### src/hdl/mba_pkg.sv
// Shared types and constants for the mesh bounds and area accumulator.
// No dependencies; every other file in hdl/ uses it.
package mba_pkg;

  localparam int CoordWidth = 24;
  localparam int FracBits   = 16;
  localparam int AreaWidth  = 63;
  localparam int QueueDepth = 2;

  typedef logic signed [CoordWidth-1:0] coord_t;

  typedef struct packed {
    logic   first_of_mesh;
    coord_t ax;
    coord_t ay;
    coord_t az;
    coord_t bx;
    coord_t by_coord;
    coord_t bz;
    coord_t cx;
    coord_t cy;
    coord_t cz;
  } in_item_t;

  typedef struct packed {
    coord_t                 min_x;
    coord_t                 min_y;
    coord_t                 min_z;
    coord_t                 max_x;
    coord_t                 max_y;
    coord_t                 max_z;
    logic [AreaWidth-1:0]   area_total;
    logic                   area_saturated;
  } out_item_t;

  // Classified triangle handed from the area front to the accumulate back.
  typedef struct packed {
    logic                 first;
    coord_t [2:0]         va;
    coord_t [2:0]         vb;
    coord_t [2:0]         vc;
    logic [AreaWidth-1:0] tri_area;
    logic                 over;
  } work_item_t;

endpackage

### src/hdl/mba_back.sv
// Accumulate back: grows the box, adds the triangle area, holds the result.
// Uses mba_pkg; reads from mba_queue.
module mba_back (
  input  logic                clk,
  input  logic                rst_n,
  input  mba_pkg::work_item_t rd_item,
  input  logic                rd_empty,
  output logic                rd_en,
  input  logic                pop,
  output logic                empty,
  output mba_pkg::out_item_t  out_item
);

  localparam int XW = mba_pkg::AreaWidth;

  mba_pkg::coord_t    box_min_r [3];
  mba_pkg::coord_t    box_max_r [3];
  logic [XW-1:0]      area_r;
  logic               box_valid_r;
  logic               sat_r;
  logic               out_valid_r;
  mba_pkg::out_item_t out_item_r;

  mba_pkg::coord_t    min_nxt [3];
  mba_pkg::coord_t    max_nxt [3];
  logic [XW-1:0]      area_base;
  logic [XW:0]        area_sum;
  logic [XW-1:0]      area_nxt;
  logic               sat_nxt;
  logic               seeded;

  assign rd_en    = !rd_empty && (!out_valid_r || pop);
  assign empty    = !out_valid_r;
  assign out_item = out_item_r;

  always_comb begin
    seeded = box_valid_r && !rd_item.first;
    for (int k = 0; k < 3; k++) begin
      min_nxt[k] = rd_item.va[k];
      max_nxt[k] = rd_item.va[k];
      if (seeded && box_min_r[k] < min_nxt[k]) min_nxt[k] = box_min_r[k];
      if (seeded && box_max_r[k] > max_nxt[k]) max_nxt[k] = box_max_r[k];
      if (rd_item.vb[k] < min_nxt[k]) min_nxt[k] = rd_item.vb[k];
      if (rd_item.vb[k] > max_nxt[k]) max_nxt[k] = rd_item.vb[k];
      if (rd_item.vc[k] < min_nxt[k]) min_nxt[k] = rd_item.vc[k];
      if (rd_item.vc[k] > max_nxt[k]) max_nxt[k] = rd_item.vc[k];
    end
    area_base = rd_item.first ? '0 : area_r;
    area_sum  = {1'b0, area_base} + {1'b0, rd_item.tri_area};
    if (rd_item.over || area_sum[XW]) begin
      area_nxt = '1;
      sat_nxt  = 1'b1;
    end else begin
      area_nxt = area_sum[XW-1:0];
      sat_nxt  = sat_r && !rd_item.first;
    end
  end

  always_ff @(posedge clk) begin
    if (!rst_n) begin
      box_valid_r <= 1'b0;
      sat_r       <= 1'b0;
      area_r      <= '0;
      out_valid_r <= 1'b0;
      for (int k = 0; k < 3; k++) begin
        box_min_r[k] <= '0;
        box_max_r[k] <= '0;
      end
    end else begin
      if (rd_en) begin
        box_valid_r <= 1'b1;
        sat_r       <= sat_nxt;
        area_r      <= area_nxt;
        out_valid_r <= 1'b1;
        for (int k = 0; k < 3; k++) begin
          box_min_r[k] <= min_nxt[k];
          box_max_r[k] <= max_nxt[k];
        end
        out_item_r.min_x          <= min_nxt[0];
        out_item_r.min_y          <= min_nxt[1];
        out_item_r.min_z          <= min_nxt[2];
        out_item_r.max_x          <= max_nxt[0];
        out_item_r.max_y          <= max_nxt[1];
        out_item_r.max_z          <= max_nxt[2];
        out_item_r.area_total     <= area_nxt;
        out_item_r.area_saturated <= sat_nxt;
      end else if (pop) begin
        out_valid_r <= 1'b0;
      end
    end
  end

`ifndef SYNTHESIS
  a_sat_clips: assert property (@(posedge clk) disable iff (!rst_n)
    out_valid_r && out_item_r.area_saturated |-> &out_item_r.area_total)
    else $error("saturated result without clipped area");

  a_area_grows: assert property (@(posedge clk) disable iff (!rst_n)
    rd_en && !rd_item.first |=> area_r >= $past(area_r))
    else $error("area shrank within a mesh");

  a_box_order: assert property (@(posedge clk) disable iff (!rst_n)
    box_valid_r |-> (box_min_r[0] <= box_max_r[0]) && (box_min_r[1] <= box_max_r[1])
                    && (box_min_r[2] <= box_max_r[2]))
    else $error("box minimum above maximum");
`endif

endmodule

### config.mk
export PLATFORM = sky130hd
export DESIGN_NAME = mba_back
export DESIGN_NICKNAME = d
export VERILOG_FILES = /design/src/hdl/mba_pkg.sv /design/src/hdl/mba_back.sv
export SDC_FILE = /design/constraint.sdc
export NUM_CORES = 2
export LEC_CHECK = 0
export ABC_AREA = 1
export BUFFER_PORTS_ARGS = -buffer_cell sky130_fd_sc_hd__clkbuf_2
export CORE_ASPECT_RATIO = 0.75
export CORE_MARGIN = 2
export CORE_UTILIZATION = 53
export DETAILED_ROUTE_END_ITERATION = 7
export GPL_TIMING_DRIVEN = 0
export PLACE_DENSITY = 0.78
export SETUP_SLACK_MARGIN = 0.2
export SYNTH_ARGS = -nofsm -noshare
export SYNTH_HDL_FRONTEND = slang
export SYNTH_SLANG_ARGS = --single-unit
export TNS_END_PERCENT = 1
### constraint.sdc
create_clock -name clk -period 7.67 [get_ports clk]
set_input_delay 0.3835 -clock clk [delete_from_list [all_inputs] [get_ports clk]]
set_output_delay 0.3835 -clock clk [all_outputs]
set_load 0.01 [all_outputs]
==> reports/qor.txt <==
Status -> complete, no violations
Part of the power in registers -> 0.287
Drt total wl -> 122000 um
EDFF count, synth -> 352
Critical path arrival -> 7.90 ns
Via count -> 33500
Combinational power share -> 0.501
Total Power -> 11.0 mW
YS warnings -> 0
Clock Skews -> 0.0210 ns
Slew margin rel. -> 0.348
Grt total ovfl -> 0
WL per Instance -> 20.9 um
FFs w/ async S/R, synth -> 0
CTS tree -> done
Setup Viol. Count Final -> 0
Core area -> 63400 um^2
Top area cells in the synthesized netlist -> edfxtp_1, ha_1, nand2_1
Starting Density -> 0.533
First-pass GRT wire length -> 179000 um
Sequential share of the synthesized area -> 0.352
Row cnt -> 80
CTS buffer count -> 46
Chip Width -> 296 um
Max-cap viol count -> 0
CTS max path bufs -> 3
Bufs and invs on worst path -> 6
Share of cells above drive strength 1 -> 0.201
Critical path type -> reg -> reg
Main flop type after synthesis -> edfxtp_1
Die area -> 65800 um^2
CP startpoint kind -> register
DRC violations left -> 0
Clock root buffer -> clkbuf_16
P per Cell Area -> 271 nW/um^2
Syn-to-layout area delta -> 20.0%
Leak pwr -> 20.3 nW
Number of fill cells -> 5541
Post-synth top cells -> nand2_1, inv_1, ha_1
Mapped Nets -> 5088
Initial antenna violation count -> 24
Post-synthesis sequential element count -> 418
Final period util -> 0.988
Fin. max-slew vios -> 0
FMAX -> 132 MHz
Mapped Area -> 33800 um^2
RSZ-0062 raised after global routing -> true
CTS H-tree lvls -> 2
Die Span Y -> 223 um
Area leader, netlist -> edfxtp_1
Mean area per synthesized cell -> 7.83 um^2
Final nets -> 5675
Iter 0 DRT Violations -> 3926
GRT Total Usage -> 0.356
GPL Wtd Cong -> 1.03
Area occupied by multi-input gates -> 19700 um^2
Via density -> 5.76
Switching power -> 4.80 mW
Tmin final -> 7.58 ns
Port Buf Inserts -> 494
CP peak stage delay -> 0.46 ns
Synth top area share -> 0.313
Worst hold path type -> in -> reg
Count of cell types in the netlist -> 62
Count leader, synth -> nand2_1
IO Pins -> 495
WP data required -> 7.99 ns
DRT Pass-1 Iters -> 7
Worst-margin pin slew -> 0.978 ns
Clock power share -> 0.213
Fin. Hold Viols -> 0
Switching Fraction -> 0.437
Largest net degree at the start of global routing -> 71
CP most frequent cell -> nand2_1
Syn Inst Count -> 4318
PnR worst setup slack -> 0.0902 ns
Register area -> 11900 um^2
Clk_lat worst skew -> 0.61 ns
Family with the most delay on the worst path -> simple AND/OR/NAND/NOR gates
Placement Setup Slack -> -2.47 ns
CP max stage cell -> edfxtp_1
Worst setup EP type -> register
Int Pwr -> 6.19 mW
HPWL Detailed -> 97800 um
Crit path max fanout -> 10
VDD IR max -> 173 uV
Vias in the first global route -> 30500
Clk slew on worst S/H paths -> 0.07 ns
Routed Antenna Nets -> 0
CTS sink count -> 418
-- cells by family after synthesis --
kind of cell	synth area share
XOR/XNOR	0.0130
AND/OR/NAND/NOR	0.232
flip-flops	0.352
buffers and inverters	0.0894
AO/OA/AOI/OAI	0.134
adder cells (fa/ha/maj)	0.180
-- per-layer routing --
layer / track usage / share of wire
met1: 0.530 / 0.43
met2: 0.503 / 0.41
met3: 0.0961 / 0.13
met4: 0.0989 / 0.028
met5: 0 / 0.0012
-- flip-flops by register name (all words and copies together), names as in the netlist --
| signal | flops |
|---|---|
| area_r | 63 |
| box_max_r | 72 |
| box_min_r | 72 |
| box_valid_r | 1 |
| out_item | 208 |
| out_valid_r | 1 |
| sat_r | 1 |
-- power by group through the flow --
stage / registers, mW / clock network, mW / logic (mW)
2_1_floorplan: 3.25 / 0 / 2.94
3_3_place_gp: 3.21 / 0 / 4.50
3_5_place_dp: 3.19 / 0 / 4.60
4_1_cts: 3.14 / 2.35 / 4.89
5_1_grt: 3.18 / 2.44 / 5.95
6_report: 3.15 / 2.34 / 5.50
-- cell type report --
type | count | share of cell area
multi-input combinational | 3140 | 0.486
tap | 861 | 0.0266
clock buffer | 58 | 0.0329
antenna | 13 | 0.000802
timing repair buffer | 541 | 0.0731
buffer | 140 | 0.0254
sequential | 418 | 0.293
inverter | 618 | 0.0574
clock inverter | 24 | 0.00509
-- stage by stage --
| step | area [um^2] | setup TNS, ns | hold WS [ns] | cells | util |
|---|---|---|---|---|---|
| floorplan | 33800 | 0 | 0.436 | 4318 | - |
| global placement | 37300 | -1093.05 | 0.445 | 5673 | 0.589 |
| detailed placement | 37500 | -349.41 | 0.460 | 5678 | 0.592 |
| CTS | 39500 | 0 | 0.0194 | 5772 | 0.624 |
| global route | 40600 | -0.0151 | 0.0730 | 5809 | 0.640 |
| finish | 40600 | 0 | 0.0429 | 5813 | 0.640 |
-- cell usage in the layout, fill, tap and decap left out, types with 8 or more instances in the layout --
master and instances:
dfxtp_1 66, and2_1 25, or2_2 14, clkbuf_2 511, nand4_1 64, o21ai_2 40, clkbuf_4 20, ha_1 475
buf_6 21, buf_2 18, a31oi_1 22, buf_4 50, o221ai_1 10, o21ai_4 8, o21ai_0 305, clkbuf_16 55
xor2_1 26, nand2_1 933, o21a_1 18, o21ai_1 58, edfxtp_1 352, xnor2_1 22, inv_1 613, diode_2 13
o211ai_1 13, buf_8 9, nor2_2 34, a21oi_1 237, a211oi_1 18, o22ai_1 18, a211oi_2 10, nor3_1 17
nand3_2 51, a21o_1 15, nand2_2 49, nand3_1 208, nor2_1 349, clkbuf_1 41, a21oi_2 12
-- final timing paths --
path | start | slack, ns | to | depth (start not counted)
max | box_max_r[0][45] | 0.09 | box_max_r[0][27] | 42
min | pop | 0.04 | out_valid_r | 4
max reg2reg | box_max_r[0][45] | 0.09 | box_max_r[0][27] | 42
min reg2reg | area_r[55] | 0.47 | area_r[55] | 2
-- worst min-delay path, cell delays in order --
cell      delay [ns]
clkbuf_2        0.08
inv_1           0.04
nand2_1         0.05
a21oi_1         0.05
-- what timing repair did --
item	CTS	global route
cloned	0	4
gates resized for setup	175	281
hold endpoints to repair	1	0
pin swaps	18	60
buffers inserted	13	24
hold buffers	1	0
endpoints found under the setup margin	288	288
(Power assumes the default switching activity.)
