$ cat src/hdl/mba_pkg.sv
// Shared types and constants for the mesh bounds and area accumulator.
// No dependencies; every other file in hdl/ uses it.
package mba_pkg;

  localparam int CoordWidth = 24;
  localparam int FracBits   = 16;
  localparam int AreaWidth  = 63;
  localparam int QueueDepth = 2;

  typedef logic signed [CoordWidth-1:0] coord_t;

  typedef struct packed {
    logic   first_of_mesh;
    coord_t ax;
    coord_t ay;
    coord_t az;
    coord_t bx;
    coord_t by_coord;
    coord_t bz;
    coord_t cx;
    coord_t cy;
    coord_t cz;
  } in_item_t;

  typedef struct packed {
    coord_t                 min_x;
    coord_t                 min_y;
    coord_t                 min_z;
    coord_t                 max_x;
    coord_t                 max_y;
    coord_t                 max_z;
    logic [AreaWidth-1:0]   area_total;
    logic                   area_saturated;
  } out_item_t;

  // Classified triangle handed from the area front to the accumulate back.
  typedef struct packed {
    logic                 first;
    coord_t [2:0]         va;
    coord_t [2:0]         vb;
    coord_t [2:0]         vc;
    logic [AreaWidth-1:0] tri_area;
    logic                 over;
  } work_item_t;

endpackage

$ cat src/hdl/mba_queue.sv
// Short queue between the area front and the accumulate back.
// Uses mba_pkg for the work item type.
module mba_queue #(
  parameter int DEPTH = mba_pkg::QueueDepth
) (
  input  logic                clk,
  input  logic                rst_n,
  input  logic                wr_en,
  input  mba_pkg::work_item_t wr_item,
  output logic                wr_full,
  input  logic                rd_en,
  output mba_pkg::work_item_t rd_item,
  output logic                rd_empty
);

  localparam int IW = (DEPTH > 1) ? $clog2(DEPTH) : 1;
  localparam int CW = $clog2(DEPTH + 1);

  mba_pkg::work_item_t mem_r [DEPTH];
  logic [IW-1:0]       wp_r;
  logic [IW-1:0]       rp_r;
  logic [CW-1:0]       cnt_r;

  assign wr_full  = (cnt_r == CW'(DEPTH));
  assign rd_empty = (cnt_r == '0);
  assign rd_item  = mem_r[rp_r];

  always_ff @(posedge clk) begin
    if (wr_en) mem_r[wp_r] <= wr_item;
  end

  always_ff @(posedge clk) begin
    if (!rst_n) begin
      wp_r  <= '0;
      rp_r  <= '0;
      cnt_r <= '0;
    end else begin
      if (wr_en) wp_r <= (wp_r == IW'(DEPTH - 1)) ? '0 : wp_r + 1'b1;
      if (rd_en) rp_r <= (rp_r == IW'(DEPTH - 1)) ? '0 : rp_r + 1'b1;
      cnt_r <= cnt_r + CW'(wr_en) - CW'(rd_en);
    end
  end

endmodule

$ cat config.mk
export PLATFORM = sky130hd
export DESIGN_NAME = mba_queue
export DESIGN_NICKNAME = d
export VERILOG_FILES = /design/src/hdl/mba_pkg.sv /design/src/hdl/mba_queue.sv
export SDC_FILE = /design/constraint.sdc
export NUM_CORES = 1
export LEC_CHECK = 0
export BUFFER_PORTS_ARGS = -buffer_cell sky130_fd_sc_hd__buf_4
export CAP_MARGIN = 40
export CORE_ASPECT_RATIO = 2
export CORE_MARGIN = 5
export CORE_UTILIZATION = 45
export CTS_CLUSTER_SIZE = 8
export DETAILED_ROUTE_END_ITERATION = 16
export MAX_ROUTING_LAYER = met4
export PLACE_DENSITY = 0.78
export RECOVER_POWER = 100
export REMOVE_ABC_BUFFERS = 1
export SLEW_MARGIN = 10
export SYNTH_ARGS = -nofsm -noshare
export SYNTH_HDL_FRONTEND = slang
export SYNTH_SLANG_ARGS = --single-unit
$ cat constraint.sdc
create_clock -name clk -period 22.4 [get_ports clk]
set_input_delay 4.48 -clock clk [delete_from_list [all_inputs] [get_ports clk]]
set_output_delay 4.48 -clock clk [all_outputs]
set_load 0.05 [all_outputs]
==> results of run 1 <==
through the flow:
| step | instances | power [mW] | utilization [%] | instance area, µm² | hold slack (ps) |
|---|---|---|---|---|---|
| floorplan | 864 | 1.612 | - | 20600 | 554.6 |
| CTS | 2109 | 2.787 | 61.11 | 28010 | 592.2 |
| detailed placement | 2015 | 1.741 | 56.44 | 25870 | 574.6 |
| global route | 2123 | 2.800 | 58.13 | 26640 | 619.0 |
| global placement | 2007 | 1.725 | 56.00 | 25660 | 568.5 |
| finish | 2123 | 2.707 | 58.13 | 26640 | 597.3 |
final cells by class:
class                           instances  share of cell area (%)
Timing Repair Buffer                  587                   12.67
Clock buffer                           89                   7.721
Tap cell                              565                   2.653
Antenna cell                           13                  0.1221
Sequential cell                       567                   63.72
Multi-Input combinational cell        295                   12.77
Inverter                                2                 0.02818
Clock inverter                          5                  0.3147
worst max path at each step:
stage          cells after the start      endpoint  slack (ps)  startpoint
2_1_floorplan                      2          wp_r        4780       wr_en
3_3_place_gp                       5  rd_item[107]       13890    register
3_5_place_dp                       7   rd_item[13]       14290    register
4_1_cts                            7  rd_item[173]       13670    register
5_1_grt                            7  rd_item[173]        7250    register
6_report                           7  rd_item[173]        7960    register
worst min-delay path, cell delays in order, from the launching register on:
cell	delay [ps]
dfxtp_1	330
xor2_1	80
and2_1	150
synthesized netlist by cell type:
cell type and n:
o21a_1 1, and2_1 4, xnor3_1 1, nor2_1 1, xor2_1 1, buf_4 11, mux2_4 90, ha_1 2
buf_2 10, nor2b_1 4, edfxtp_1 562, dfxtp_1 5, buf_6 10, mux2_2 191, inv_1 2
per-layer routing:
layer,vias to the layer above,share of wire [%],global-route usage [%]
li1,4848,-,-
met1,5465,31,19.10
met2,632,53,35.97
met3,236,8.7,6.891
met4,0,7.9,14.10
met5,-,0,-
flip-flops by register name (all words and copies together), names as in the netlist, named ones only:
signal	flops
mem_r	562
cnt_r	2
wp_r	1
rp_r	1
kinds of logic (layout without fill, tap and decap cells):
kind of cell | after synthesis | in the layout | synth area share (%)
AO/OA/AOI/OAI | 1 | 1 | 0.03602
XOR/XNOR | 2 | 2 | 0.1500
adder cells (fa/ha/maj) | 2 | 2 | 0.1200
buffers and inverters | 33 | 683 | 1.212
flip-flops | 567 | 567 | 81.43
multiplexers | 281 | 281 | 16.80
other | 0 | 13 | 0
AND/OR/NAND/NOR | 9 | 9 | 0.2580
where the power goes:
| group | switching (mW) | internal (mW) |
|---|---|---|
| Clock | 0.398 | 0.640 |
| Combinational | 0.297 | 0.118 |
| Sequential | 0.0188 | 1.24 |
==> results.cfg, run 1 <==
[grt]
grt_usage_pct = 20.78
gr-total-overflow = 0
grt_pass1_vias = 12430
antenna_found_initial = 13
grt_max_degree = 65
grt_first_pass_wirelength_um = 75550

[setup_path]
cp_slowest_cell = clkbuf_1
rr_endpoint = mem_r[0][268]
crit_required_ps = 17920
path_buf_inv = 6
reg2reg_from = wp_r
r2r_slack_ps = 13450
start_kind = register
criticalPathCategory = reg -> out
worstPathArrival_ps = 9960
crit_path_cell_trace = clkbuf_1, clkbuf_1, clkbuf_1, clkbuf_1, buf_16, mux2_2, clkbuf_1
critPathCaptureType = primary output
cp_max_fo = 63
cpPeakStageDelay_ps = 2630
cp_common_cell = clkbuf_1
r2r_cells = 5
cp_top_family = buffers and inverters

[drt]
drtAntennaViolNets = 0
firstDrtPassIters = 4
routed_wl_um = 53480
wl_per_cell_um = 25.19
drcViolationCount = 0
via_per_inst = 5.267
vias = 11180
first_iter_violations = 604

[floorplan]
die_area_um2 = 51000
rows = 111
fp.dieW_um = 162.2
die_h_um = 314.4
core-area_um2 = 45830
ios = 568
initial_utilization_pct = 45.49

[synth]
synth_area_um2 = 20850
syn_area_per_cell_um2 = 23.29
synth.ff_latch_count = 567
yosys.area.top_type = edfxtp_1
yosysWarnings = 0
netlist-cell-type-count = 15
syn_inst = 895
synth_area_leaders = edfxtp_1 (81%), mux2_2 (10%), mux2_4 (6.5%), buf_6 (0.54%), dfxtp_1 (0.48%)
yosysTopAreaCellShare_pct = 80.95
ys_seq_area_share_pct = 81.43

[sta]
timing.final.ws_setup_ps = 7964
layout_worst_path_cycle_share_pct = 64.45
slew_headroom_pct = -145.6
final.setup_skew_ps = 16.83
max_freq_mhz = 69.27
tns_ps = 0
final-hold-violation-count = 0
fin_crit_ps = 14440
report.final.slew_viol_count = 758
rsz0062_at_grt = no
worst_slew_pin_slew_ps = 3685
setup_violations = 0

[job]
drv_cap = 17

[placement]
place.gp.congestion = 0.8912
port-buffer-count = 567
hpwlAfterDp_um = 38820
place_ws_ps = 14290

[clock_network]
path_clk_slew_ps = 50
postCtsResizedCells = 0
cts.sinks = 567
clkLatencyLatePin_ps = 580
post_cts_buffers = 0
cts_max_level = 3
numCtsBuffers = 80
cts_tree = yes
cts_root_buffer = clkbuf_16
cts_buffer_depth = 3
hold_buffers = 0

[pwr]
p_leak_nw = 9.386
pwr_density_cell_nw_per_um2 = 101.6
ir_drop_mv = 0.07606

[finish]
final_common_cell = edfxtp_1
multi_input_area_um2 = 3402
layout-drive-gt1-share_pct = 37.41
fin_nets = 1820
num-fill-cells = 3561
seq_area_um2 = 16980
layout_common_cells = edfxtp_1 (562), clkbuf_1 (288), clkbuf_4 (202)
area_growth_syn_to_layout_pct = 27.79

[hold_path]
hold_end = rp_r
hold_path.class = reg -> reg
holdPathStages = 2
hold_start = rp_r

[run_status]
failed_checks = capacitance limit, slew limit
status = finished with violations
No activity file was read; power rests on OpenSTA's default activity.
==> run 2, diff against run 1 <==
ABC_AREA = 1   (was default)
PLACE_DENSITY = 0.81   (was 0.78)
clock period = 12 ns   (was 22.4 ns; I/O delays follow)
==> run 2 against run 1 <==
  * The flow still finishes with violations (capacitance limit, slew limit)
  * Hold slack worse by 84 ps
  * Clock power increased by 90%
  * Critical path depth shrank 1
  * Sequential share of layout area increased by 0.37 points
  * Clock skew is 4.3 ps lower
  * Flip-flop and latch count stayed put
  * Highest routed layer unchanged
  * Register-to-register slack lost 7500 ps
  * Global-route usage down 0.43 points
  * Critical endpoint is now mem_r[0][234]
  * Combinational power grew 64%
  * Core utilization shrank 0.34 points
==> results.cfg, run 2 <==
[finish]
finish.instance_area_um2 = 26490
final_common_cell = edfxtp_1
top_regs = mem_r: 562 flops, cnt_r: 2 flops
finalNonFillerCells = 2130
largest_reg_flops = 562
layout_common_cells = edfxtp_1 (562), clkbuf_1 (337), mux2_2 (170)
layout-drive-gt1-share_pct = 34.97
area_growth_syn_to_layout_pct = 27.05
utilization_pct = 57.79
fin_nets = 1824
regMostFlops = mem_r

[setup_path]
start_kind = primary input
crit_required_ps = 12110
r2r_slack_ps = 5960
rr_endpoint = mem_r[0][234]
cp_max_fo = 65
reg2reg_from = wp_r
critPathCaptureType = register
crit_path_start = wr_en
criticalPathCategory = in -> reg
r2r_cells = 4
worstPathArrival_ps = 7860
crit_end = mem_r[0][234]

[pwr]
fin_total_pwr_mw = 4.993
p_switching_mw = 1.279
ir_drop_mv = 0.1348
comb_power_share_pct = 13.6
clkPwrFrac_pct = 39.6
seqPwrFrac_pct = 46.8
switching_share_pct = 25.62
p_leak_nw = 9.242
pwr_density_cell_nw_per_um2 = 188.5
internal_power_mw = 3.713

[sta]
layout_worst_path_cycle_share_pct = 64.53
fin_crit_ps = 7743
slew_headroom_pct = -141.8
tns_ps = 0
timing.final.ws_setup_ps = 4257
worst_slew_pin_slew_ps = 3627
rsz0062_at_grt = no
final.setup_skew_ps = 12.53
holdWs_ps = 512.9
report.final.slew_viol_count = 324
max_freq_mhz = 129.1
final-hold-violation-count = 0
setup_violations = 0

[drt]
drtAntennaViolNets = 0
first_iter_violations = 619
routed_wl_um = 51610
via_per_inst = 5.175
drcViolationCount = 0
firstDrtPassIters = 5
vias = 11020
wl_per_cell_um = 24.23

[synth]
netlist-cell-type-count = 13
yosysMostFrequentCell = edfxtp_1
synth_top_flop_cell = edfxtp_1
yosysTopAreaCellShare_pct = 80.95
synth_area_um2 = 20850
synth_edf_count = 562
yosys.area.top_type = edfxtp_1
synth_common_cells = edfxtp_1 (562), mux2_2 (191), mux2_4 (90), buf_4 (11)
yosysWarnings = 0
async_flop_share_pct = 0
synth_area_leaders = edfxtp_1 (81%), mux2_2 (10%), mux2_4 (6.5%), buf_6 (0.54%), dfxtp_1 (0.48%)
ys_seq_area_share_pct = 81.43
synth.ff_latch_count = 567
syn_area_per_cell_um2 = 22.99
syn_inst = 907

[placement]
port-buffer-count = 567
hpwlAfterDp_um = 36110
dp_cells = 2020
place.gp.congestion = 0.8483
place_ws_ps = 7240
placed_cell_area_um2 = 25810

[run_status]
failed_checks = capacitance limit, slew limit
status = finished with violations

[grt]
grt_first_pass_wirelength_um = 75040
gr-total-overflow = 0
grt_usage_pct = 20.34
antenna_found_initial = 15
grt_pass1_vias = 12270
grt_max_degree = 169

[clock_network]
cts_tree = yes
hold_buffers = 0
post_cts_buffers = 0
postCtsResizedCells = 0
path_clk_slew_ps = 50
cts_max_level = 3
cts_root_buffer = clkbuf_16
cts.sinks = 567
numCtsBuffers = 80
clkLatencyLatePin_ps = 590
cts_buffer_depth = 3

[job]
drv_cap = 8

[floorplan]
die_h_um = 314.4
fp.dieW_um = 162.2
initial_utilization_pct = 45.49
core-area_um2 = 45830
rows = 111
die_area_um2 = 51000
ios = 568

[hold_path]
hold_path.class = reg -> reg
## run 2: cell count changes in the layout (fill, tap and decap cells not counted), sizes merged, moves of 4 or more
cell,change
nor2,+8
buf,-19
clkbuf,+13
and2,-4
nor2b,-4
nand2,+8
## run 2: worst min-delay path by stage
stage,endpoint,cells past startpoint,startpoint
6_report,register,2,rp_r
5_1_grt,wp_r,2,wp_r
4_1_cts,register,2,rp_r
3_5_place_dp,register,2,rp_r
3_3_place_gp,rp_r,2,rp_r
2_1_floorplan,register,2,rp_r
## run 2: metal layers
layer / global-route usage, % / up-vias / share of wire, %
li1: - / 4872 / -
met1: 19.80 / 5436 / 33
met2: 35.79 / 575 / 54
met3: 6.865 / 139 / 8.6
met4: 10.12 / 0 / 4.7
met5: - / - / 0
## run 2: power by group through the flow
stage	clock network, mW	logic, mW	registers, mW
finish	1.98	0.681	2.34
global route	2.13	0.710	2.34
floorplan	0	0.514	2.41
detailed placement	0	0.781	2.37
global placement	0	0.761	2.36
CTS	2.03	0.786	2.33
## run 2: final cells by class
type / count / area, µm²
Clock buffer: 91 / 2107
Timing Repair Buffer: 579 / 3169
Clock inverter: 4 / 72.57
Sequential cell: 567 / 16980
Fill cell: 3613 / 19340
Antenna cell: 15 / 37.54
Multi-Input combinational cell: 302 / 3391
Inverter: 7 / 27.53
Tap cell: 565 / 706.9
## run 2: logic make-up after synthesis
| kind of cell | synth area share (%) |
|---|---|
| flip-flops | 81.43 |
| adder cells (fa/ha/maj) | 0.1200 |
| multiplexers | 16.80 |
| AND/OR/NAND/NOR | 0.3300 |
| AO/OA/AOI/OAI | 0.02398 |
| buffers and inverters | 1.302 |
## run 2: critical path: stages
cell      delay [ps]
clkbuf_1         150
inv_1             80
nor2_1           550
clkbuf_1        1240
clkbuf_1         760
clkbuf_1        2610
==> run 3, diff against run 2 <==
clock period = 6.45 ns   (was 12 ns; I/O delays follow)
==> run 3 against run 2 <==
  * The flow still finishes with violations (capacitance limit, slew limit)
  * Combinational power increased by 85%
  * First-iteration DRC count grew 16%
  * Global-route usage decreased by 0.12 points
  * Largest cell class unchanged
  * Largest power group unchanged
==> results.cfg, run 3 (synthesis gave the netlist of run 2 again) <==
[hold_path]
hold_start = wp_r
hold_path.class = reg -> reg
holdPathStages = 2
hold_end = wp_r

[sta]
rsz0062_at_grt = no
max_freq_mhz = 199.6
report.final.slew_viol_count = 506
fin_crit_ps = 5011
slew_headroom_pct = -186.2
setup_violations = 0
worst_slew_pin_slew_ps = 4293
final-hold-violation-count = 0
layout_worst_path_cycle_share_pct = 77.68
holdWs_ps = 520.4
timing.final.ws_setup_ps = 1439
final.setup_skew_ps = 10.63

[setup_path]
worstPathArrival_ps = 3720
crit_required_ps = 5160
r2r_slack_ps = 2320
start_kind = register
cp_max_fo = 111
reg2reg_from = wp_r
critPathCaptureType = primary output
criticalPathCategory = reg -> out
r2r_cells = 2
rr_endpoint = mem_r[0][164]

[finish]
finish.instance_area_um2 = 26580
largest_reg_flops = 562
regMostFlops = mem_r
top_regs = mem_r: 562 flops, cnt_r: 2 flops
layout-drive-gt1-share_pct = 36.01
layout_common_cells = edfxtp_1 (562), clkbuf_1 (309), clkbuf_4 (174)
num-fill-cells = 3585
fin_nets = 1821
area_growth_syn_to_layout_pct = 27.50
final_common_cell = edfxtp_1
finalNonFillerCells = 2141

[clock_network]
cts_root_buffer = clkbuf_16
hold_buffers = 0
cts_tree = yes
path_clk_slew_ps = 50
cts_max_level = 3
numCtsBuffers = 80
post_cts_buffers = 0
clkLatencyLatePin_ps = 580
cts_buffer_depth = 3
cts.sinks = 567
postCtsResizedCells = 0

[placement]
dp_cells = 2016
port-buffer-count = 567
place_ws_ps = 2858
placed_cell_area_um2 = 25700
hpwlAfterDp_um = 36750
place.gp.congestion = 0.9688

[grt]
grt_usage_pct = 20.22
grt_pass1_vias = 12250
antenna_found_initial = 26
grt_max_degree = 160
gr-total-overflow = 0
grt_first_pass_wirelength_um = 74220

[drt]
vias = 11120
firstDrtPassIters = 5
routed_wl_um = 51990
via_per_inst = 5.193
first_iter_violations = 716
wl_per_cell_um = 24.28
drcViolationCount = 0
drtAntennaViolNets = 0

[run_status]
failed_checks = capacitance limit, slew limit
status = finished with violations

[floorplan]
rows = 111
core-area_um2 = 45830
ios = 568
die_area_um2 = 51000
initial_utilization_pct = 45.49
die_h_um = 314.4
fp.dieW_um = 162.2

[pwr]
ir_drop_mv = 0.2867
pwr_density_cell_nw_per_um2 = 349.3
p_leak_nw = 9.319
fin_total_pwr_mw = 9.284

[job]
drv_cap = 5
[run 3: changes by cell type in the layout (fill, tap and decap cells not counted), moves of 3 or more]
cell / previous run / this run
buf_4: 82 / 96
clkbuf_1: 337 / 309
clkbuf_2: 0 / 3
clkbuf_4: 164 / 174
diode_2: 15 / 29
mux2_1: 77 / 87
mux2_2: 170 / 162
[run 3: how the worst max path moves through the flow]
stage / slack, ps / end / depth (start not counted) / start
detailed placement: 2860 / rd_item[276] / 3 / register
CTS: 2200 / rd_item[47] / 3 / register
finish: 1440 / rd_item[274] / 3 / register
global route: 1200 / rd_item[71] / 4 / register
floorplan: -7550 / mem_r[0][0] / 2 / wr_en
global placement: 2990 / rd_item[41] / 3 / register
[run 3: layer usage]
layer  part of all wire [%]  track usage [%]
met4                    6.4            12.78
met2                     54            35.02
met1                     31            18.92
met3                    8.9            6.839
met5                      0                -
[run 3: where the power goes]
part           internal (mW)  switching [mW]  leakage [nW]
Combinational          0.343           0.915          2.94
Sequential              4.31          0.0593          5.32
Clock                   2.24            1.42          1.06
[run 3: metrics by stage]
| step | TNS [ps] | utilization, % |
|---|---|---|
| 4_1_cts | 0 | 60.84 |
| 5_1_grt | 0 | 57.99 |
| 3_3_place_gp | 0 | 56.07 |
| 2_1_floorplan | -3436610 | - |
| 6_report | 0 | 58.00 |
| 3_5_place_dp | 0 | 56.07 |
[run 3: area by class of cell]
type | count | area, µm² | area share (%)
diodes | 29 | 72.57 | 0.2730
repair buffers | 576 | 3219 | 12.11
well taps | 565 | 706.9 | 2.659
inverters | 7 | 33.78 | 0.1271
multi-input cells | 302 | 3383 | 12.73
flip-flops and latches | 567 | 16980 | 63.86
clock buffers | 89 | 2057 | 7.738
clock inverters | 6 | 132.6 | 0.4989
[run 3: critical path, cell delays in order (launching register included)]
cell and delay, ps:
dfxtp_1 1570, buf_12 450, mux2_2 300, clkbuf_1 530
